### config.mk
export PLATFORM = sky130hd
export DESIGN_NAME = pd_steering_wheel_mixer_flat
export DESIGN_NICKNAME = d
export VERILOG_FILES = /design/src/rtl/pdsw_pkg.sv /design/src/rtl/pdsw_err_if.sv /design/src/rtl/pdsw_res_if.sv /design/src/rtl/pdsw_cfg_if.sv /design/src/rtl/pd_steering_wheel_mixer.sv /design/src/rtl/pdsw_front.sv /design/src/rtl/pdsw_queue.sv /design/src/rtl/pdsw_back.sv /design/src/flat_wrapper.sv
export SDC_FILE = /design/constraint.sdc
export NUM_CORES = 1
export LEC_CHECK = 0
export ABC_CLOCK_PERIOD_IN_PS = 9800
export BUFFER_PORTS_ARGS = -buffer_cell sky130_fd_sc_hd__buf_2
export CAP_MARGIN = 15
export CELL_PAD_IN_SITES_DETAIL_PLACEMENT = 0
export CELL_PAD_IN_SITES_GLOBAL_PLACEMENT = 1
export CORE_AREA = 8 8 222 139
export CTS_BUF_LIST = sky130_fd_sc_hd__clkbuf_16
export CTS_CLUSTER_SIZE = 28
export DETAILED_ROUTE_END_ITERATION = 10
export DIE_AREA = 0 0 230 147
export PLACE_DENSITY = 0.76
export SETUP_SLACK_MARGIN = 0.05
export SLEW_MARGIN = 10
export SYNTH_ARGS = -nofsm -noshare
export SYNTH_HDL_FRONTEND = slang
export SYNTH_SLANG_ARGS = --single-unit
export TNS_END_PERCENT = 10
### constraint.sdc
create_clock -name i_clk -period 9.8 [get_ports i_clk]
set_clock_uncertainty 0.05 [all_clocks]
set_input_delay 1.47 -clock i_clk [delete_from_list [all_inputs] [get_ports i_clk]]
set_output_delay 1.47 -clock i_clk [all_outputs]
set_load 0.05 [all_outputs]
### src/rtl/pdsw_pkg.sv
`timescale 1ns / 1ps

package pdsw_pkg;

    // Field widths.
    localparam int ErrW    = 8;
    localparam int GainW   = 8;
    localparam int SpeedW  = 8;
    localparam int CtrlW   = 18;
    localparam int ModeW   = 2;
    localparam int CfgIdxW = 2;
    localparam int CfgDatW = 8;

    // Register indexes on the configuration port.
    localparam logic [CfgIdxW-1:0] CFG_PROP_GAIN  = 2'd0;
    localparam logic [CfgIdxW-1:0] CFG_DERIV_GAIN = 2'd1;
    localparam logic [CfgIdxW-1:0] CFG_MAX_SPEED  = 2'd2;

    // Register values after reset.
    localparam logic [GainW-1:0]  RST_PROP_GAIN  = 8'd150;
    localparam logic [GainW-1:0]  RST_DERIV_GAIN = 8'd5;
    localparam logic [SpeedW-1:0] RST_MAX_SPEED  = 8'd100;

    // Wheel mode codes.
    typedef enum logic [ModeW-1:0] {
        MODE_FORWARD    = 2'd0,
        MODE_SPIN_LEFT  = 2'd1,
        MODE_SPIN_RIGHT = 2'd2
    } t_mode;

    typedef logic signed [CtrlW-1:0] t_ctrl;

    // Current register settings, seen by both halves.
    typedef struct packed {
        logic [GainW-1:0]  prop_gain;
        logic [GainW-1:0]  deriv_gain;
        logic [SpeedW-1:0] max_speed;
    } t_cfg;

    // One queue entry together with its valid flag.
    typedef struct packed {
        logic  valid;
        t_ctrl control_value;
    } t_entry;

endpackage

### src/rtl/pdsw_err_if.sv
`timescale 1ns / 1ps

interface pdsw_err_if;
    logic                               valid;
    logic                               ready;
    logic signed [pdsw_pkg::ErrW-1:0]   error_sample;

    modport source (output valid, output error_sample, input ready);
    modport sink   (input valid, input error_sample, output ready);
endinterface

### src/rtl/pdsw_res_if.sv
`timescale 1ns / 1ps

interface pdsw_res_if;
    logic                               valid;
    logic                               ready;
    logic [pdsw_pkg::ModeW-1:0]         wheel_mode;
    logic [pdsw_pkg::SpeedW-1:0]        left_speed;
    logic [pdsw_pkg::SpeedW-1:0]        right_speed;
    logic signed [pdsw_pkg::CtrlW-1:0]  control_value;

    modport source (output valid, output wheel_mode, output left_speed,
                    output right_speed, output control_value, input ready);
    modport sink   (input valid, input wheel_mode, input left_speed,
                    input right_speed, input control_value, output ready);
endinterface

### src/rtl/pdsw_cfg_if.sv
`timescale 1ns / 1ps

interface pdsw_cfg_if;
    logic                           valid;
    logic                           ready;
    logic [pdsw_pkg::CfgIdxW-1:0]   index;
    logic [pdsw_pkg::CfgDatW-1:0]   data;

    modport source (output valid, output index, output data, input ready);
    modport sink   (input valid, input index, input data, output ready);
endinterface

### src/rtl/pd_steering_wheel_mixer.sv
`timescale 1ns / 1ps

// PD steering controller with a differential-drive wheel mixer. Each error
// sample gives one result: control = prop_gain*error + deriv_gain*(error -
// previous error), plus the wheel mode and the left and right speeds taken
// from it. The front half forms the PD sum in the cycle of the sample
// transfer and writes it to a short queue; the back half maps it to wheel
// commands and writes them into an output register. A sample can be taken in
// every cycle while the queue has room; a result passes through the queue and
// then the output register. When the output stalls, the queue absorbs up to
// QUEUE_DEPTH sums before the input side stalls too. The configuration
// port is ready whenever reset is released; its registers should only be
// changed while no result is pending.
module pd_steering_wheel_mixer #(
    parameter int QUEUE_DEPTH = 2
) (
    input  logic            i_clk,
    input  logic            i_rst_n,
    pdsw_err_if.sink        i_err,
    pdsw_res_if.source      o_res,
    pdsw_cfg_if.sink        i_cfg
);

    pdsw_pkg::t_cfg     r_cfg;
    pdsw_pkg::t_cfg     n_cfg;
    pdsw_pkg::t_entry   w_push;
    pdsw_pkg::t_entry   w_head;
    logic               w_q_full;
    logic               w_pop;

    // Configuration register writes.
    assign i_cfg.ready = i_rst_n;

    always_comb begin
        n_cfg = r_cfg;
        if (i_cfg.valid) begin
            case (i_cfg.index)
                pdsw_pkg::CFG_PROP_GAIN:  n_cfg.prop_gain  = i_cfg.data;
                pdsw_pkg::CFG_DERIV_GAIN: n_cfg.deriv_gain = i_cfg.data;
                pdsw_pkg::CFG_MAX_SPEED:  n_cfg.max_speed  = i_cfg.data;
                default: n_cfg = r_cfg;
            endcase
        end
    end

    always_ff @(posedge i_clk) begin
        if (!i_rst_n) begin
            r_cfg.prop_gain  <= pdsw_pkg::RST_PROP_GAIN;
            r_cfg.deriv_gain <= pdsw_pkg::RST_DERIV_GAIN;
            r_cfg.max_speed  <= pdsw_pkg::RST_MAX_SPEED;
        end else begin
            r_cfg <= n_cfg;
        end
    end

    // Front: sample transfer and PD sum.
    pdsw_front u_front (
        .i_clk          (i_clk),
        .i_rst_n        (i_rst_n),
        .i_valid        (i_err.valid),
        .i_error_sample (i_err.error_sample),
        .o_ready        (i_err.ready),
        .i_cfg          (r_cfg),
        .i_q_full       (w_q_full),
        .o_push         (w_push)
    );

    // Queue between the halves.
    pdsw_queue #(
        .DEPTH (QUEUE_DEPTH)
    ) u_queue (
        .i_clk   (i_clk),
        .i_rst_n (i_rst_n),
        .i_push  (w_push),
        .o_full  (w_q_full),
        .o_head  (w_head),
        .i_pop   (w_pop)
    );

    // Back: wheel mixer and output register.
    pdsw_back u_back (
        .i_clk           (i_clk),
        .i_rst_n         (i_rst_n),
        .i_head          (w_head),
        .o_pop           (w_pop),
        .i_max_speed     (r_cfg.max_speed),
        .o_valid         (o_res.valid),
        .i_ready         (o_res.ready),
        .o_wheel_mode    (o_res.wheel_mode),
        .o_left_speed    (o_res.left_speed),
        .o_right_speed   (o_res.right_speed),
        .o_control_value (o_res.control_value)
    );

endmodule

### src/rtl/pdsw_front.sv
`timescale 1ns / 1ps

module pdsw_front (
    input  logic                               i_clk,
    input  logic                               i_rst_n,
    input  logic                               i_valid,
    input  logic signed [pdsw_pkg::ErrW-1:0]   i_error_sample,
    output logic                               o_ready,
    input  pdsw_pkg::t_cfg                     i_cfg,
    input  logic                               i_q_full,
    output pdsw_pkg::t_entry                   o_push
);

    logic signed [pdsw_pkg::ErrW-1:0]   r_last_error;
    logic signed [pdsw_pkg::ErrW-1:0]   n_last_error;
    logic signed [pdsw_pkg::ErrW:0]     w_diff;
    logic signed [2*pdsw_pkg::ErrW:0]   w_prop;
    logic signed [pdsw_pkg::CtrlW-1:0]  w_deriv;
    logic                               w_accept;

    // A sample transfer can happen whenever reset is released and the queue has room.
    assign o_ready  = i_rst_n && !i_q_full;
    assign w_accept = i_valid && o_ready;

    // PD sum: both products side by side, then one add.
    always_comb begin
        w_diff  = (pdsw_pkg::ErrW+1)'(i_error_sample) - (pdsw_pkg::ErrW+1)'(r_last_error);
        w_prop  = (2*pdsw_pkg::ErrW+1)'($signed({1'b0, i_cfg.prop_gain}))
                * (2*pdsw_pkg::ErrW+1)'(i_error_sample);
        w_deriv = pdsw_pkg::CtrlW'($signed({1'b0, i_cfg.deriv_gain}))
                * pdsw_pkg::CtrlW'(w_diff);
        o_push.valid         = w_accept;
        o_push.control_value = pdsw_pkg::CtrlW'(w_prop) + w_deriv;
    end

    // The previous error moves on with every accepted sample.
    always_comb begin
        n_last_error = r_last_error;
        if (w_accept) begin
            n_last_error = i_error_sample;
        end
    end

    always_ff @(posedge i_clk) begin
        if (!i_rst_n) begin
            r_last_error <= '0;
        end else begin
            r_last_error <= n_last_error;
        end
    end

endmodule

### src/rtl/pdsw_queue.sv
`timescale 1ns / 1ps

module pdsw_queue #(
    parameter int DEPTH = 2
) (
    input  logic              i_clk,
    input  logic              i_rst_n,
    input  pdsw_pkg::t_entry  i_push,
    output logic              o_full,
    output pdsw_pkg::t_entry  o_head,
    input  logic              i_pop
);

    localparam int AW = (DEPTH > 1) ? $clog2(DEPTH) : 1;
    localparam int CW = $clog2(DEPTH + 1);

    pdsw_pkg::t_ctrl    r_slot [DEPTH];
    logic [AW-1:0]      r_wr_ptr;
    logic [AW-1:0]      n_wr_ptr;
    logic [AW-1:0]      r_rd_ptr;
    logic [AW-1:0]      n_rd_ptr;
    logic [CW-1:0]      r_count;
    logic [CW-1:0]      n_count;
    logic               w_push;
    logic               w_pop;

    assign o_full               = (r_count == CW'(DEPTH));
    assign o_head.valid         = (r_count != '0);
    assign o_head.control_value = r_slot[r_rd_ptr];
    assign w_push               = i_push.valid && !o_full;
    assign w_pop                = i_pop && o_head.valid;

    // Pointer and fill count bookkeeping.
    always_comb begin
        n_wr_ptr = r_wr_ptr;
        n_rd_ptr = r_rd_ptr;
        n_count  = r_count;
        if (w_push) begin
            n_wr_ptr = (r_wr_ptr == AW'(DEPTH - 1)) ? '0 : r_wr_ptr + AW'(1);
        end
        if (w_pop) begin
            n_rd_ptr = (r_rd_ptr == AW'(DEPTH - 1)) ? '0 : r_rd_ptr + AW'(1);
        end
        if (w_push && !w_pop) begin
            n_count = r_count + CW'(1);
        end else if (w_pop && !w_push) begin
            n_count = r_count - CW'(1);
        end
    end

    always_ff @(posedge i_clk) begin
        if (!i_rst_n) begin
            r_wr_ptr <= '0;
            r_rd_ptr <= '0;
            r_count  <= '0;
        end else begin
            r_wr_ptr <= n_wr_ptr;
            r_rd_ptr <= n_rd_ptr;
            r_count  <= n_count;
        end
    end

    // Entry storage.
    always_ff @(posedge i_clk) begin
        if (w_push) begin
            r_slot[r_wr_ptr] <= i_push.control_value;
        end
    end

endmodule

### src/rtl/pdsw_back.sv
`timescale 1ns / 1ps

module pdsw_back (
    input  logic                               i_clk,
    input  logic                               i_rst_n,
    input  pdsw_pkg::t_entry                   i_head,
    output logic                               o_pop,
    input  logic [pdsw_pkg::SpeedW-1:0]        i_max_speed,
    output logic                               o_valid,
    input  logic                               i_ready,
    output logic [pdsw_pkg::ModeW-1:0]         o_wheel_mode,
    output logic [pdsw_pkg::SpeedW-1:0]        o_left_speed,
    output logic [pdsw_pkg::SpeedW-1:0]        o_right_speed,
    output logic signed [pdsw_pkg::CtrlW-1:0]  o_control_value
);

    localparam int MagW = pdsw_pkg::CtrlW - 1;

    logic                              r_valid;
    logic                              n_valid;
    pdsw_pkg::t_mode                   r_mode;
    pdsw_pkg::t_mode                   n_mode;
    logic [pdsw_pkg::SpeedW-1:0]       r_left;
    logic [pdsw_pkg::SpeedW-1:0]       n_left;
    logic [pdsw_pkg::SpeedW-1:0]       r_right;
    logic [pdsw_pkg::SpeedW-1:0]       n_right;
    pdsw_pkg::t_ctrl                   r_ctrl;
    logic [MagW-1:0]                   w_mag;
    logic [MagW-1:0]                   w_m;
    logic [MagW-1:0]                   w_m2;
    logic                              w_neg;
    logic [pdsw_pkg::SpeedW-1:0]       w_slow;
    logic [pdsw_pkg::SpeedW-1:0]       w_spin;

    // Take the queue head whenever the output register is free or drains.
    assign o_pop = i_head.valid && (!r_valid || i_ready);

    // Magnitude and the two region bounds.
    always_comb begin
        w_neg  = i_head.control_value[pdsw_pkg::CtrlW-1];
        w_mag  = w_neg ? MagW'(-i_head.control_value) : MagW'(i_head.control_value);
        w_m    = MagW'(i_max_speed);
        w_m2   = MagW'({i_max_speed, 1'b0});
        w_slow = pdsw_pkg::SpeedW'(w_m - w_mag);
        w_spin = pdsw_pkg::SpeedW'(w_mag - w_m);
    end

    // Wheel mixer: pick the region, then the slowed side.
    always_comb begin
        n_mode  = pdsw_pkg::MODE_FORWARD;
        n_left  = i_max_speed;
        n_right = i_max_speed;
        if (w_mag == '0) begin
            n_mode = pdsw_pkg::MODE_FORWARD;
        end else if (w_mag < w_m) begin
            n_mode = pdsw_pkg::MODE_FORWARD;
            if (w_neg) begin
                n_right = w_slow;
            end else begin
                n_left = w_slow;
            end
        end else if (w_mag > w_m && w_mag < w_m2) begin
            if (w_neg) begin
                n_mode  = pdsw_pkg::MODE_SPIN_RIGHT;
                n_right = w_spin;
            end else begin
                n_mode = pdsw_pkg::MODE_SPIN_LEFT;
                n_left = w_spin;
            end
        end else begin
            n_mode = w_neg ? pdsw_pkg::MODE_SPIN_RIGHT : pdsw_pkg::MODE_SPIN_LEFT;
        end
    end

    // Output register valid flag.
    always_comb begin
        n_valid = r_valid;
        if (o_pop) begin
            n_valid = 1'b1;
        end else if (i_ready) begin
            n_valid = 1'b0;
        end
    end

    always_ff @(posedge i_clk) begin
        if (!i_rst_n) begin
            r_valid <= 1'b0;
        end else begin
            r_valid <= n_valid;
        end
    end

    // Result payload.
    always_ff @(posedge i_clk) begin
        if (o_pop) begin
            r_mode  <= n_mode;
            r_left  <= n_left;
            r_right <= n_right;
            r_ctrl  <= i_head.control_value;
        end
    end

    assign o_valid         = r_valid;
    assign o_wheel_mode    = r_mode;
    assign o_left_speed    = r_left;
    assign o_right_speed   = r_right;
    assign o_control_value = r_ctrl;

endmodule

### src/flat_wrapper.sv
// flat-port wrapper written by rule: the top's interface ports become plain ports
module pd_steering_wheel_mixer_flat 
#(
    parameter int QUEUE_DEPTH = 2
)
  (i_clk, i_rst_n, i_err_valid, i_err_error_sample, i_err_ready, o_res_valid, o_res_wheel_mode, o_res_left_speed, o_res_right_speed, o_res_control_value, o_res_ready, i_cfg_valid, i_cfg_index, i_cfg_data, i_cfg_ready);
  pdsw_err_if i_err_i ();
  pdsw_res_if o_res_i ();
  pdsw_cfg_if i_cfg_i ();
  input  logic i_clk;
  input  logic i_rst_n;
  input wire logic [$bits(i_err_i.valid)-1:0] i_err_valid;
  input wire logic [$bits(i_err_i.error_sample)-1:0] i_err_error_sample;
  output wire logic [$bits(i_err_i.ready)-1:0] i_err_ready;
  output wire logic [$bits(o_res_i.valid)-1:0] o_res_valid;
  output wire logic [$bits(o_res_i.wheel_mode)-1:0] o_res_wheel_mode;
  output wire logic [$bits(o_res_i.left_speed)-1:0] o_res_left_speed;
  output wire logic [$bits(o_res_i.right_speed)-1:0] o_res_right_speed;
  output wire logic [$bits(o_res_i.control_value)-1:0] o_res_control_value;
  input wire logic [$bits(o_res_i.ready)-1:0] o_res_ready;
  input wire logic [$bits(i_cfg_i.valid)-1:0] i_cfg_valid;
  input wire logic [$bits(i_cfg_i.index)-1:0] i_cfg_index;
  input wire logic [$bits(i_cfg_i.data)-1:0] i_cfg_data;
  output wire logic [$bits(i_cfg_i.ready)-1:0] i_cfg_ready;
  assign i_err_i.valid = i_err_valid;
  assign i_err_i.error_sample = i_err_error_sample;
  assign i_err_ready = i_err_i.ready;
  assign o_res_valid = o_res_i.valid;
  assign o_res_wheel_mode = o_res_i.wheel_mode;
  assign o_res_left_speed = o_res_i.left_speed;
  assign o_res_right_speed = o_res_i.right_speed;
  assign o_res_control_value = o_res_i.control_value;
  assign o_res_i.ready = o_res_ready;
  assign i_cfg_i.valid = i_cfg_valid;
  assign i_cfg_i.index = i_cfg_index;
  assign i_cfg_i.data = i_cfg_data;
  assign i_cfg_ready = i_cfg_i.ready;
  pd_steering_wheel_mixer #(.QUEUE_DEPTH(QUEUE_DEPTH)) u_core (.i_clk(i_clk), .i_rst_n(i_rst_n), .i_err(i_err_i), .o_res(o_res_i), .i_cfg(i_cfg_i));
endmodule
== After elaboration in Yosys (flattened, before gate mapping) ==
Memories as Yosys holds them, arrays and structs flattened. A register that Yosys moved wholly into a read port is not among the register bits.
Index checks and enable logic that the tools add are counted.

* Bits in registers: 73
* Memory bits (writable): 36
* Output and inout port bits: 39
* Word-level logic and storage cells: 74
* Memories: 1

* Add/sub/neg operators: 9
* Multiply operators: 2
* $lt $le $gt $ge: 3
* Eq/ne operators: 3
* Multiplexer cells: 22
* Reduce and logical (&&, ||, !) cells: 22

{| class="wikitable"
|+ Memory list
! memory !! words !! bits a word !! rd ports !! clocked after memory_dff !! wr ports !! RTL line !! RTL
|-
| u_core.u_queue.r_slot || 2 || 18 || 1 || 1 || 1 || pdsw_queue.sv:17 || <nowiki>pdsw_pkg::t_ctrl r_slot [DEPTH];</nowiki>
|}

{| class="wikitable"
|+ Operators with widths
! kind !! number
|-
| $mux 8 || 10
|-
| $add 17x18->18 || 1
|-
| $mul 9x9->18 || 1
|-
| $gt 17x8->1 || 1
|-
| $logic_not 17->1 || 1
|-
| $lt 17x8->1 || 1
|-
| $lt 17x9->1 || 1
|-
| $mul 9x8->17 || 1
|-
| $mux 17 || 1
|-
| $neg 17->17 || 1
|-
| $sub 8x8->8 || 2
|-
| $sub 8x8->9 || 1
|-
| $logic_and 1x1->1 || 8
|-
| $mux 1 || 8
|-
| $mux 2 || 3
|-
| $reduce_and 2->1 || 3
|-
| $reduce_bool 2->1 || 3
|-
| $eq 2x2->1 const B || 2
|-
| $logic_not 1->1 || 4
|-
| $add 1x1->1 const B || 2
|-
| $add 2x1->2 const B || 1
|-
| $eq 2x1->1 const B || 1
|-
| $logic_not 2->1 || 1
|-
| $reduce_or 2->1 || 1
|-
| 2 further kinds || 2
|}

== Logic depth before layout (Yosys ltp) ==
* Depth after elaboration: 9
* Gate-level depth with buffers: 29

== Hierarchy ==
From an unflattened synthesis, not the netlist that was laid out.

* Cells, all modules: 1305
* Area total of the unflattened synthesis: 12293.0 um2

{| class="wikitable"
|+ By module, submodules not included
! module !! times used !! cells each !! area each (um2)
|-
| pdsw_front || 1 || 817 || 6617.6
|-
| pdsw_back || 1 || 309 || 3144.3
|-
| pdsw_queue || 1 || 81 || 1532.7
|-
| pd_steering_wheel_mixer || 1 || 98 || 998.5
|}

== Worst setup path before layout ==
OpenSTA, ideal clock, no wires.

* Kind: input to register
* Start point: input port i_err_error_sample[0]
* End point: memory u_core.u_queue.r_slot[0][15] (netlist bit) (data pin)
* Library setup time: 0.265 ns
* Data arrival time: 8.089 ns
* Required time: 9.485 ns
* Path slack: 1.396 ns
* Cell stages on the path: 28
* Buffers on the path: 0
* Cell sequence: inv_1 > ha_1 > fa_1 > nor2b_1 > o21ai_0 > a21boi_0 > o21ai_0 > nand2b_1 > a2111oi_0 > a21oi_1 > nor2_1 > fa_1 > inv_1 > fa_1 > inv_1 > fa_1 > inv_1 > fa_1 > inv_1 > fa_1 > inv_1 > fa_1 > inv_1 > ha_1 > nor3_1 > a2111oi_0 > nor4_1 > a311o_1

{| class="wikitable"
|+ RTL lines
! what !! RTL line !! RTL
|-
| start: declaration || flat_wrapper.sv:13 || <nowiki>input wire logic [$bits(i_err_i.error_sample)-1:0] i_err_error_sample;</nowiki>
|-
| end: declaration || pdsw_queue.sv:17 ||
|}

==> metrics.txt <==
CORE AREA=27900 um2; GR peak layer=met1; Max Slew Vio Count=0; Buf+Inv Stages, Crit Path=8; Post-synth EDFFs=72; I/O Buffers=61; Area Growth Syn to Fin=8.32%; Routed Antenna Nets=0; CTS tree=built; clock root cell=clkbuf_16; Die ar.=33800 um2; crit-path leading delay family=adder cells; reg2reg start=u_core.u_front.r_last_error[0]; Starting Density=39.9%; FILL cells=2751; sequential cell area fraction in the yosys report=26.3%; first-pass GRT wire length=44500 um; via count=7896; mapped cell area=11100 um2; Syn Area/Cell=9.93 um2; Worst Path Required=9.86 ns; post_cts resized=0; Worst setup startpoint=i_err_error_sample[0]; Largest stage delay, worst path=0.74 ns; fmax=0.111 GHz; synthesized net count=1362; Least-Margin Pin Slew=0.971 ns; Diodes inserted=0; Placer Congestion=0.894; WS Path Type=primary input to register; pin count of the biggest net entering global routing=53; Setup TNS=0 ns; Total GRT Usage=16.7%; most common cell after layout, fill and taps aside=inv_1; routed length per instance=18.1 um; CP endpoint kind=register; crit-path max FO=9; CP Launch Type=primary input; WP data arrival=9.05 ns; commonest non-fill, non-tap cells in the layout=inv_1 (197), ha_1 (111), fa_1 (109); initial antenna violation count=1; post-synthesis cell count=1119; final setup violation count=0; RSZ-0062 raised after global routing=false; ratio of cells with drive above 1 in the final layout=10.2%; yosys warns=0; max cap viols=0; status=complete, no violations; synth unique cells=75; H-tree Lvls=3; Yosys reg bits=110; I/O pin total=62; TritonCTS sink count=110; total gr overflow=0; Final Hold Viols=0; DIE HEIGHT=147 um; drt total wl=28000 um; CTS Buf Count=9; drt via density=5.11; Slew headroom=35.3%; clock buffer depth=2; # hold bufs at CTS=0; global-route met1 utilization=26.5%; Detailed Routing Iterations Pass 1=6; GR Util met2=22.3%; Async SR Flop Fraction=0%; die width=230 um; Crit-path slowest cell=a2111oi_0; worst hold path class=register to register; Post-synth top flop=edfxtp_1; clock-pin slew on the worst setup and hold paths=0.08 ns; Rows=48; period utilisation layout=91.8%; DRC=0; min cycle time layout=9.00 ns; Post CTS Setup Buffer Count=0; initial drt markers=693; min-delay src=u_core.u_front.r_last_error[4]; GR met3 Demand/Resource=4.14%; clk_lat worst skew=0.37 ns; vias in the first global route=7929; dpl hpwl=23000 um; fin nets=1407
-- worst paths after layout --
path	end	slack, ns	cells past startpoint
worst max-delay path	u_core.u_queue.r_slot[1][15]	0.80	29
worst min-delay path	u_core.u_front.r_last_error[4]	0.41	2
worst max register to register	u_core.u_queue.r_slot[1][15]	1.84	27
worst min register to register	u_core.u_front.r_last_error[4]	0.41	2
-- synthesized netlist by cell type (6+ instances only) --
cell type	n	area [um2]
nand3_1	15	75.1
and3_1	6	37.5
a222oi_1	6	60.1
a31oi_1	8	50.1
nand2b_1	25	156
o21ai_0	22	110
xor2_1	14	123
a211oi_1	13	97.6
a21o_1	12	90.1
inv_1	197	739
edfxtp_1	72	2160
or2_2	7	43.8
nor2b_1	26	163
and2_1	71	444
dfxtp_1	38	761
nor2_1	44	165
clkbuf_1	23	86.3
mux2_2	6	67.6
nand2_1	81	304
ha_1	111	1390
a21oi_1	25	125
fa_1	109	2180
nor3b_1	13	97.6
nor3_1	15	75.1
xnor2_1	21	184
mux2i_1	39	390
-- flip-flops by register name (all words and copies together), names as in the netlist, named ones only --
signal / count
u_core.u_queue.r_slot: 36
u_core.r_cfg: 24
u_core.u_back.o_control_value: 18
u_core.u_back.o_left_speed: 8
u_core.u_back.o_right_speed: 8
u_core.u_front.r_last_error: 8
u_core.u_back.o_wheel_mode: 2
u_core.u_queue.r_count: 2
u_core.u_back.o_valid: 1
u_core.u_queue.r_rd_ptr: 1
u_core.u_queue.r_wr_ptr: 1
-- cells by family (layout without fill, tap and decap cells) --
| logic type | Yosys count | after routing | share of synthesized area, % |
|---|---|---|---|
| AND/OR/NAND/NOR | 338 | 338 | 16.8 |
| AO/OA/AOI/OAI | 137 | 137 | 8.94 |
| XOR/XNOR | 35 | 35 | 2.76 |
| buffers and inverters | 231 | 281 | 8.36 |
| flip-flops | 110 | 110 | 26.3 |
| multiplexers | 48 | 48 | 4.66 |
| adder cells (fa/ha/maj) | 220 | 220 | 32.2 |
-- worst reg2reg max path, stage by stage (launching register included) --
cell	delay, ns
dfxtp_1	0.32
ha_1	0.20
fa_1	0.40
nor2b_1	0.12
o21ai_0	0.09
a21boi_0	0.25
o21ai_0	0.11
nand2b_1	0.11
a2111oi_0	0.10
a21oi_1	0.63
nor2_1	0.15
fa_1	0.56
inv_1	0.05
fa_1	0.53
inv_1	0.05
fa_1	0.53
inv_1	0.06
fa_1	0.53
inv_1	0.05
fa_1	0.52
inv_1	0.05
fa_1	0.53
inv_1	0.04
ha_1	0.35
nor3_1	0.08
a2111oi_0	0.74
nor4_1	0.11
a311o_1	0.38
-- per-layer routing --
metal | wire length, um | vias up
met4 | 196 | 2
li1 | - | 3816
met3 | 1850 | 20
met5 | 8 | -
met2 | 10600 | 206
met1 | 15300 | 3852
-- cell type report --
type	count	area [um2]	area share [%]
Clock buffer	9	225	1.87
Timing Repair Buffer	67	350	2.91
Sequential cell	110	2920	24.3
Inverter	198	743	6.18
Multi-Input combinational cell	778	7260	60.4
Clock inverter	7	56.3	0.468
Tap cell	375	469	3.90
-- stage by stage --
step,hold slack [ns],setup slack (ns),util [%],std cells,cell area [um2]
floorplan,0.384,1.40,-,1119,11100
global placement,0.393,0.684,42.2,1528,11800
detailed placement,0.402,0.451,42.2,1528,11800
CTS,0.415,0.819,43.2,1544,12000
global route,0.437,0.195,43.2,1544,12000
finish,0.415,0.805,43.2,1544,12000
Power is not shown: default switching activity piles up to over one toggle a cycle in this logic, so the estimate is an artifact.
